File: src/sv/sba_pkg.sv
package sba_pkg;

  // Field widths of the request and result items
  localparam int unsigned FUNC_W   = 1;
  localparam int unsigned SIZE_W   = 16;
  localparam int unsigned OFF_W    = 20;
  localparam int unsigned STATUS_W = 2;
  localparam int unsigned CFG_W    = 9;

  // Size classes
  localparam int unsigned MIN_CLASS_LOG2 = 5;
  localparam int unsigned MAX_CLASS_LOG2 = 15;
  localparam int unsigned NUM_CLASSES    = MAX_CLASS_LOG2 - MIN_CLASS_LOG2 + 1;
  localparam int unsigned CLS_W          = $clog2(NUM_CLASSES);
  localparam int unsigned LG_W           = 5;

  // Region geometry
  localparam int unsigned PAGE_LOG2         = 12;
  localparam int unsigned DEFAULT_MAX_PAGES = 256;

  // Request codes
  localparam logic [FUNC_W-1:0] FUNC_ALLOC = 1'b0;
  localparam logic [FUNC_W-1:0] FUNC_FREE  = 1'b1;

  // Result status codes
  localparam logic [STATUS_W-1:0] ST_OK      = 2'd0;
  localparam logic [STATUS_W-1:0] ST_BADSIZE = 2'd1;
  localparam logic [STATUS_W-1:0] ST_NOMEM   = 2'd2;
  localparam logic [STATUS_W-1:0] ST_BADOFF  = 2'd3;

endpackage

File: src/sv/sba_size_class.sv
module sba_size_class (
  input  logic [sba_pkg::SIZE_W-1:0] req_size_i,
  output logic [sba_pkg::CLS_W-1:0]  cls_o,
  output logic                       size_ok_o
);
  import sba_pkg::*;

  logic [SIZE_W-1:0] size_m1;
  logic [LG_W-1:0]   bit_len;
  logic [LG_W-1:0]   lg;

  // ceil(log2(size)) is the bit length of size - 1
  always_comb begin
    size_m1 = req_size_i - SIZE_W'(1);
    bit_len = '0;
    for (int i = 0; i < SIZE_W; i++) begin
      if (size_m1[i]) begin
        bit_len = LG_W'(i + 1);
      end
    end
    lg = (bit_len < LG_W'(MIN_CLASS_LOG2)) ? LG_W'(MIN_CLASS_LOG2) : bit_len;
  end

  assign size_ok_o = (req_size_i != '0) && (lg <= LG_W'(MAX_CLASS_LOG2));
  assign cls_o     = size_ok_o ? CLS_W'(lg - LG_W'(MIN_CLASS_LOG2)) : '0;

endmodule

File: config.mk
export PLATFORM = sky130hd
export DESIGN_NAME = sba_size_class
export DESIGN_NICKNAME = d
export VERILOG_FILES = /design/src/sv/sba_pkg.sv /design/src/sv/sba_size_class.sv
export SDC_FILE = /design/constraint.sdc
export NUM_CORES = 1
export LEC_CHECK = 0
export ABC_CLOCK_PERIOD_IN_PS = 3900
export BUFFER_PORTS_ARGS = -buffer_cell sky130_fd_sc_hd__buf_2
export CORE_ASPECT_RATIO = 0.8
export CORE_MARGIN = 4
export CORE_UTILIZATION = 30
export DETAILED_ROUTE_END_ITERATION = 6
export GPL_ROUTABILITY_DRIVEN = 0
export PLACE_DENSITY = 0.59
export SLEW_MARGIN = 20
export SYNTH_ARGS = -nofsm -noshare
export SYNTH_HDL_FRONTEND = slang
export SYNTH_SLANG_ARGS = --single-unit
File: constraint.sdc
create_clock -name vclk -period 3.9
set_clock_uncertainty 0.15 [all_clocks]
set_input_delay 0.39 -clock vclk [all_inputs]
set_output_delay 0.39 -clock vclk [all_outputs]
set_load 0.01 [all_outputs]
==> qor.yml <==
status: "finished, final reports clean"
ys_warn_count: 0
netlist.area_leader.share_pct: 5.70
start_util_pct: 31.5
io_buffer_count: 21
grt_pass1_wl_mm: 4.71
final_cell_mix: "25 x buf_4, 20 x buf_2, 9 x nor2_1"
tightest_slew_ps: 475
antenna_cells: 0
ys_types: 53
synthToLayoutAreaGrowth_pct: 43.0
syn_area_sq_um: 878
period_share_pct: 97.3
hold_viol_final: 0
wl_mm: 2.84
grt_max_degree: 12
drc: 0
ff_latch_area_sq_um: 0
switching_share_pct: 53.9
postSynthCellCount: 121
post-dp-hpwl_mm: 2.20
end_kind: "output port"
hold_path_depth: 4
comb_power_share_pct: 100.0
clkbuf_count: 0
seq_area_frac_synth_pct: 0
layout.nets: 183
power_switching_w: 0.0000593
final_common_cell: "buf_4"
drive_above_1_share_pct: 47.2
die_w_microns: 68.5
p_int_w: 0.0000507
peakVddDrop_mv: 0.0313
avgRoutedWirePerCell_microns: 14.3
clkPwrFrac_pct: 0
num_rows: 17
grt_pass1_vias: 1037
seq_cell_count: 0
power_frac_seq_pct: 0
power_density_mw_per_mm2: 87.6
ioPinCount: 21
synth.avg_cell_area_sq_um: 7.26
vias_per_cell: 5.66
die_h_microns: 56.4
final_max_slew_viol_count: 0
synth_fp_nets: 141
relSlewSlack_pct: 68.1
worstPathRequired_ps: 3360
core_sq_mm: 0.00279
synthTopCellsByArea: "ha_1 5.7%, o21ai_0 5.1%, nor2b_1 5.0%, nor4_4 4.8%, nor2_1 3.8%"
vias: 1126
cap_violations: 0
path_class: "in2out"
cts-hold-fix-buffers: 0
antenna_left: 0
crit_fanout: 5
multi_input_area_sq_um: 865
track_usage_pct: 14.8
nFillCells: 290
final_core_util_pct: 45.1
finalSetupViolCount: 0
dpl.cell_count: 198
power.leakage_nw: 0.484
cp.arrival_ps: 3250
fmax_mhz: 264
fin_cells: 199
die_area_sq_mm: 0.00386
hold_class: "in2out"
p_total_w: 0.000110
period_minus_slack_ps: 3790
yosysTopAreaCell: "ha_1"
drt_iter0_drc: 131
antenna_found_initial: 0
cp-start-kind: "input port"
drt_first_pass_iters: 4
grt-ovfl-total: 0
stage by stage:
step	setup WS (ps)	hold WS [ps]	TNS [ps]	cell area (sq um)
3_3_place_gp	32.1	1150	0	1180
3_5_place_dp	-16.5	1140	-16.5	1180
2_1_floorplan	150	857	0	878
5_1_grt	-3.67	1220	-3.67	1260
4_1_cts	3.46	1140	0	1180
6_report	105	1170	0	1260
cells in the mapped netlist, drive strengths merged, types with 2 or more instances:
library cell  count
o21ai            10
nor2              9
nor2b             7
inv               6
nand2             6
a21oi             5
clkbuf            5
nand2b            5
nor3              5
a31oi             4
ha                4
nand3             4
buf               3
nor4              3
o41ai             3
or4b              3
xnor2             3
xor2              3
a311o             2
a311oi            2
nand4             2
nor4b             2
o211ai            2
o32ai             2
or3               2
or4               2
critical path, stage by stage:
cell and delay, ps:
buf_2 140, or4_1 580, o41ai_1 370, buf_4 170, o211ai_1 70, nand3_1 130
o41ai_2 100, o21a_1 190, ha_2 170, nor2b_1 90, o21ai_0 110, a21oi_2 250
nor2_1 80, mux2_4 280, buf_6 120
path summary, 6_finish.rpt:
kind | slack, ps | from | endpoint
max | 110 | req_size_i[6] | cls_o[2]
min | 1170 | req_size_i[12] | cls_o[3]
power by group through the flow:
stage	registers, W	logic (W)	clock network, W
floorplan	0	0.0000562	0
global placement	0	0.0000989	0
detailed placement	0	0.000101	0
CTS	0	0.000101	0
global route	0	0.000121	0
finish	0	0.000110	0
cell type report:
class / instances / area share (%)
tap: 38 / 3.78
multi-input combinational: 107 / 68.8
timing repair buffer: 48 / 25.6
inverter: 6 / 1.79
per-layer routing:
layer | track usage (%) | wire, microns | vias to the layer above
met5 | 0 | 0 | -
met1 | 22.4 | 1310 | 545
met4 | 0.850 | 0 | 0
li1 | - | - | 550
met2 | 23.8 | 1380 | 31
met3 | 0.600 | 149 | 0
cells by family after synthesis:
family | count (synthesis) | share of synthesized area [%]
buffers and inverters | 14 | 7.83
xor gates and xnor gates | 6 | 5.98
muxes | 2 | 2.42
AOI/OAI and AO/OA | 41 | 34.0
and+or+nand+nor | 54 | 44.0
adders and majority gates | 4 | 5.70
timing repair:
action | 4_1_cts | 5_1_grt
gates resized for setup | 0 | 17
hold endpoints to repair | 0 | 0
setup endpoints to repair | 1 | 4
pin swaps | 1 | 6
buffers inserted | 0 | 2
No activity file was read; power rests on OpenSTA's default activity.
