==> src/sv/sba_pkg.sv <==
package sba_pkg;

  // Field widths of the request and result items
  localparam int unsigned FUNC_W   = 1;
  localparam int unsigned SIZE_W   = 16;
  localparam int unsigned OFF_W    = 20;
  localparam int unsigned STATUS_W = 2;
  localparam int unsigned CFG_W    = 9;

  // Size classes
  localparam int unsigned MIN_CLASS_LOG2 = 5;
  localparam int unsigned MAX_CLASS_LOG2 = 15;
  localparam int unsigned NUM_CLASSES    = MAX_CLASS_LOG2 - MIN_CLASS_LOG2 + 1;
  localparam int unsigned CLS_W          = $clog2(NUM_CLASSES);
  localparam int unsigned LG_W           = 5;

  // Region geometry
  localparam int unsigned PAGE_LOG2         = 12;
  localparam int unsigned DEFAULT_MAX_PAGES = 256;

  // Request codes
  localparam logic [FUNC_W-1:0] FUNC_ALLOC = 1'b0;
  localparam logic [FUNC_W-1:0] FUNC_FREE  = 1'b1;

  // Result status codes
  localparam logic [STATUS_W-1:0] ST_OK      = 2'd0;
  localparam logic [STATUS_W-1:0] ST_BADSIZE = 2'd1;
  localparam logic [STATUS_W-1:0] ST_NOMEM   = 2'd2;
  localparam logic [STATUS_W-1:0] ST_BADOFF  = 2'd3;

endpackage

==> src/sv/sba_head_store.sv <==
module sba_head_store #(
  parameter int unsigned AW = 15
) (
  input  logic                      clk_i,
  input  logic                      rst_ni,
  input  logic                      clr_i,
  input  logic [sba_pkg::CLS_W-1:0] rd_addr_i,
  input  logic                      wr_en_i,
  input  logic [sba_pkg::CLS_W-1:0] wr_addr_i,
  input  logic                      wr_valid_i,
  input  logic [AW-1:0]             wr_idx_i,
  output logic                      rd_valid_o,
  output logic [AW-1:0]             rd_idx_o
);
  import sba_pkg::*;

  logic [AW-1:0]          idx_mem [NUM_CLASSES];
  logic [NUM_CLASSES-1:0] valid_q;
  logic                   rd_valid_q;
  logic [AW-1:0]          rd_idx_q;

  // head index array, synchronous read
  always_ff @(posedge clk_i) begin
    if (wr_en_i) begin
      idx_mem[wr_addr_i] <= wr_idx_i;
    end
    rd_idx_q <= idx_mem[rd_addr_i];
  end

  // list-present flags; a config write empties all lists
  always_ff @(posedge clk_i or negedge rst_ni) begin
    if (!rst_ni) begin
      valid_q    <= '0;
      rd_valid_q <= 1'b0;
    end else begin
      if (clr_i) begin
        valid_q <= '0;
      end else if (wr_en_i) begin
        valid_q[wr_addr_i] <= wr_valid_i;
      end
      rd_valid_q <= valid_q[rd_addr_i];
    end
  end

  assign rd_valid_o = rd_valid_q;
  assign rd_idx_o   = rd_idx_q;

endmodule

==> config.mk <==
export PLATFORM = sky130hd
export DESIGN_NAME = sba_head_store
export DESIGN_NICKNAME = d
export VERILOG_FILES = /design/src/sv/sba_pkg.sv /design/src/sv/sba_head_store.sv
export SDC_FILE = /design/constraint.sdc
export NUM_CORES = 1
export LEC_CHECK = 0
export BUFFER_PORTS_ARGS = -buffer_cell sky130_fd_sc_hd__buf_2
export CAP_MARGIN = 25
export CORE_ASPECT_RATIO = 0.6
export CORE_MARGIN = 8
export CORE_UTILIZATION = 60
export CTS_CLUSTER_DIAMETER = 80
export CTS_CLUSTER_SIZE = 24
export DETAILED_ROUTE_END_ITERATION = 10
export PLACE_DENSITY = 0.88
export SYNTH_ARGS = -nofsm -noshare
export SYNTH_HDL_FRONTEND = slang
export SYNTH_SLANG_ARGS = --single-unit
export TNS_END_PERCENT = 30
==> constraint.sdc <==
create_clock -name clk_i -period 1.3 [get_ports clk_i]
set_input_delay 0.13 -clock clk_i [delete_from_list [all_inputs] [get_ports clk_i]]
set_output_delay 0.13 -clock clk_i [all_outputs]
set_load 0.1 [all_outputs]
==> results.md <==
* Chip width at 162 um
* CP Class: register to output pin
* CP Capture Type: output pin
* Post-synth net total at 463
* Rows at 32
* H-tree levels at 4
* Avg Vias per Cell at 6.10
* Post-synthesis async set-or-reset flop share at 0.0625
* Count of TritonRoute iterations in the first routing pass at 5
* First-pass GRT wire length at 26000 um
* GR Overflow Total at 0
* Number of global-route vias before repair at 4530
* Period utilization at 0.942
* Hpwl dp at 11200 um
* Initial core utilization at 0.605
* Static Leak at 3.27 nW
* DRC Markers at 0
* Share of cells above drive strength 1 at 0.358
* Commonest cells post-synth: 165 x edfxtp_1, 32 x mux2_2, 31 x mux2i_1
* Initial antenna violation count at 0
* Die H at 103 um
* Layout Nets at 548
* Status: complete, no violations
* WL/cell at 24.1 um
* Port bufs at 43
* Relative slew margins at 0.615
* HP Class: primary input to register
* CP top delay family: flip-flops
* Mapped Avg Cell Area at 17.6 um2
* Post-DRT Antenna Nets at 0
* Max-slew violation count at 0
* Final cell count without fillers at 703
* Synthesized area at 7650 um2
* Num CTS Buffers at 17
* Critical Path AT at 1.10 ns
* Cell total after placement at 669
* Detailed-route via count at 4287
* FF+latch count, synth at 192
* Root Buffer: clkbuf_16
* Max VDD drop at 0.812 mV
* Synth Flop Type: edfxtp_1
* Number of synthesized flops with an enable pin at 165
* DRT iter0 DRCs at 483
* # diodes at 0
* Area Overhead vs Synth at 18.7%
* Largest area contributor in the netlist: edfxtp_1
* Maximum clock rate at 816 MHz
* MaxCap Viol Count at 0
* Slowest stage delay, CP at 0.36 ns
* Clk sinks at 192
* Buf/Inv on CP at 1
* Placeable Area at 12700 um2
* Top cell type's share of synthesized area at 0.648
* Worst-margin pin slew at 0.576 ns
* Fin. Hold Viols at 0
* # IOs at 44
* Largest net degree at the start of global routing at 34
* Fill count at 790
* Synth unique cells at 35
* Clock Pin Slew Worst Setup and Hold Paths at 0.07 ns
* Critical path cell sequence: buf_4
* Total Wirelength at 17000 um
* Syn Inst Count at 435
* Slowest-stage cell, CP: dfxtp_1
* P per Cell Area at 1500 nW/um2
* CP required at 1.17 ns
* Synth Warn # at 0
* CP startpoint kind: register
* Max Clock Skew at 0.00469 ns
* RSZ-0062 raised after global routing: false
* Final core utilization at 0.718
* Post-synthesis sequential area ratio at 0.726
* Overall Global Routing Usage at 0.214
* Worst-path fanout max at 1
* Period minus WS final at 1.23 ns
* CTS tree: done
* Die area at 16700 um2
* Final setup violating endpoints at 0
* RD Place Congestion at 0.842
* Clock Tree Buf Depth at 2
* Area contributors post-synth: edfxtp_1 65%, mux2_2 4.7%, mux2i_1 4.1%
* Top-count cell post-synth: edfxtp_1
* Skew-Pair Late Insertion Delay at 0.43 ns
==> report_power, final <==
group	leakage, nW	switching [W]	total (W)	internal (W)
clock network	0.300	0.00238	0.00548	0.00310
logic	1.18	0.000863	0.00127	0.000410
registers	1.78	0.0000499	0.00689	0.00684
==> final timing paths <==
kind	from	to	slack, ns	cells past startpoint
setup / recovery	rd_idx_o[11]$_DFF_P_	rd_idx_o[11]	0.07	1
hold / removal	wr_idx_i[1]	idx_mem[10][1]$_DFFE_PP_	0.04	1
setup reg to reg	valid_q[3]$_DFFE_PN0P_	rd_valid_o$_DFF_PN0_	0.13	3
hold reg to reg	valid_q[8]$_DFFE_PN0P_	valid_q[8]$_DFFE_PN0P_	0.55	2
max in group asynchronous	rst_ni	valid_q[1]$_DFFE_PN0P_	0.97	2
min in group asynchronous	rst_ni	valid_q[8]$_DFFE_PN0P_	0.11	2
==> cell type report <==
cell class / instances / area [um2] / area share
Sequential cell: 192 / 5560 / 0.612
Clock inverter: 15 / 200 / 0.0220
Tap cell: 170 / 213 / 0.0234
Multi-Input combinational cell: 219 / 1930 / 0.213
Clock buffer: 17 / 425 / 0.0469
Timing Repair Buffer: 90 / 753 / 0.0830
==> metal layers <==
layer	track usage	share of wire
met2	0.370	0.49
met4	0.0686	0.012
met3	0.0474	0.081
met1	0.270	0.41
met5	0	0
==> stage by stage <==
stage	hold slack, ns	area (um2)	TNS (ns)	setup slack [ns]	total power, W
6_report	0.0367	9080	0	0.0748	0.0136
5_1_grt	0.0474	9080	0	0.0513	0.0140
4_1_cts	0.0308	9080	0	0.00914	0.0137
3_5_place_dp	0.0200	8390	-18.47	-0.160	0.00826
3_3_place_gp	0.0138	8390	-17.66	-0.262	0.00821
2_1_floorplan	-0.166	7690	-13.93	-0.191	0.00785
==> what timing repair did <==
action / 4_1_cts / 5_1_grt
setup buffers: 0 / 0
hold endpoints to repair: 18 / 0
gates resized for setup: 15 / 1
pin swaps: 0 / 0
hold buffers: 2 / 0
endpoints found under the setup margin: 15 / 1
==> state kept, by name, summed over array words and instances (netlist names) <==
signal / cells
rd_valid_o: 1
rd_idx_o: 15
idx_mem: 165
valid_q: 11
==> layout by cell type (no fill, tap or decap), types with 3 or more instances in the layout <==
| master | instances |
|---|---|
| edfxtp_1 | 165 |
| buf_4 | 50 |
| mux2_2 | 32 |
| mux2i_1 | 31 |
| buf_2 | 26 |
| nand2b_1 | 18 |
| clkbuf_16 | 17 |
| a22o_1 | 15 |
| o22ai_1 | 15 |
| dfxtp_1 | 15 |
| mux2_4 | 13 |
| o211ai_2 | 13 |
| dfrtp_1 | 12 |
| o31ai_1 | 11 |
| a21oi_1 | 11 |
| buf_12 | 11 |
| nand3_1 | 9 |
| o21ai_0 | 9 |
| nor2_1 | 8 |
| o31ai_2 | 5 |
| nand3b_1 | 4 |
| nor2_4 | 4 |
| clkinv_4 | 4 |
| nor2b_1 | 3 |
| inv_6 | 3 |
| bufinv_16 | 3 |
| inv_8 | 3 |
==> cells by family (layout without fill, tap and decap cells) <==
group / Yosys count / after routing / share of synthesized area
buffers and inverters: 24 / 122 / 0.0255
DFF: 192 / 192 / 0.726
muxes: 78 / 78 / 0.119
and+or+nand+nor: 57 / 57 / 0.0417
AOI/OAI and AO/OA: 84 / 84 / 0.0874
No activity file was read; power rests on OpenSTA's default activity.
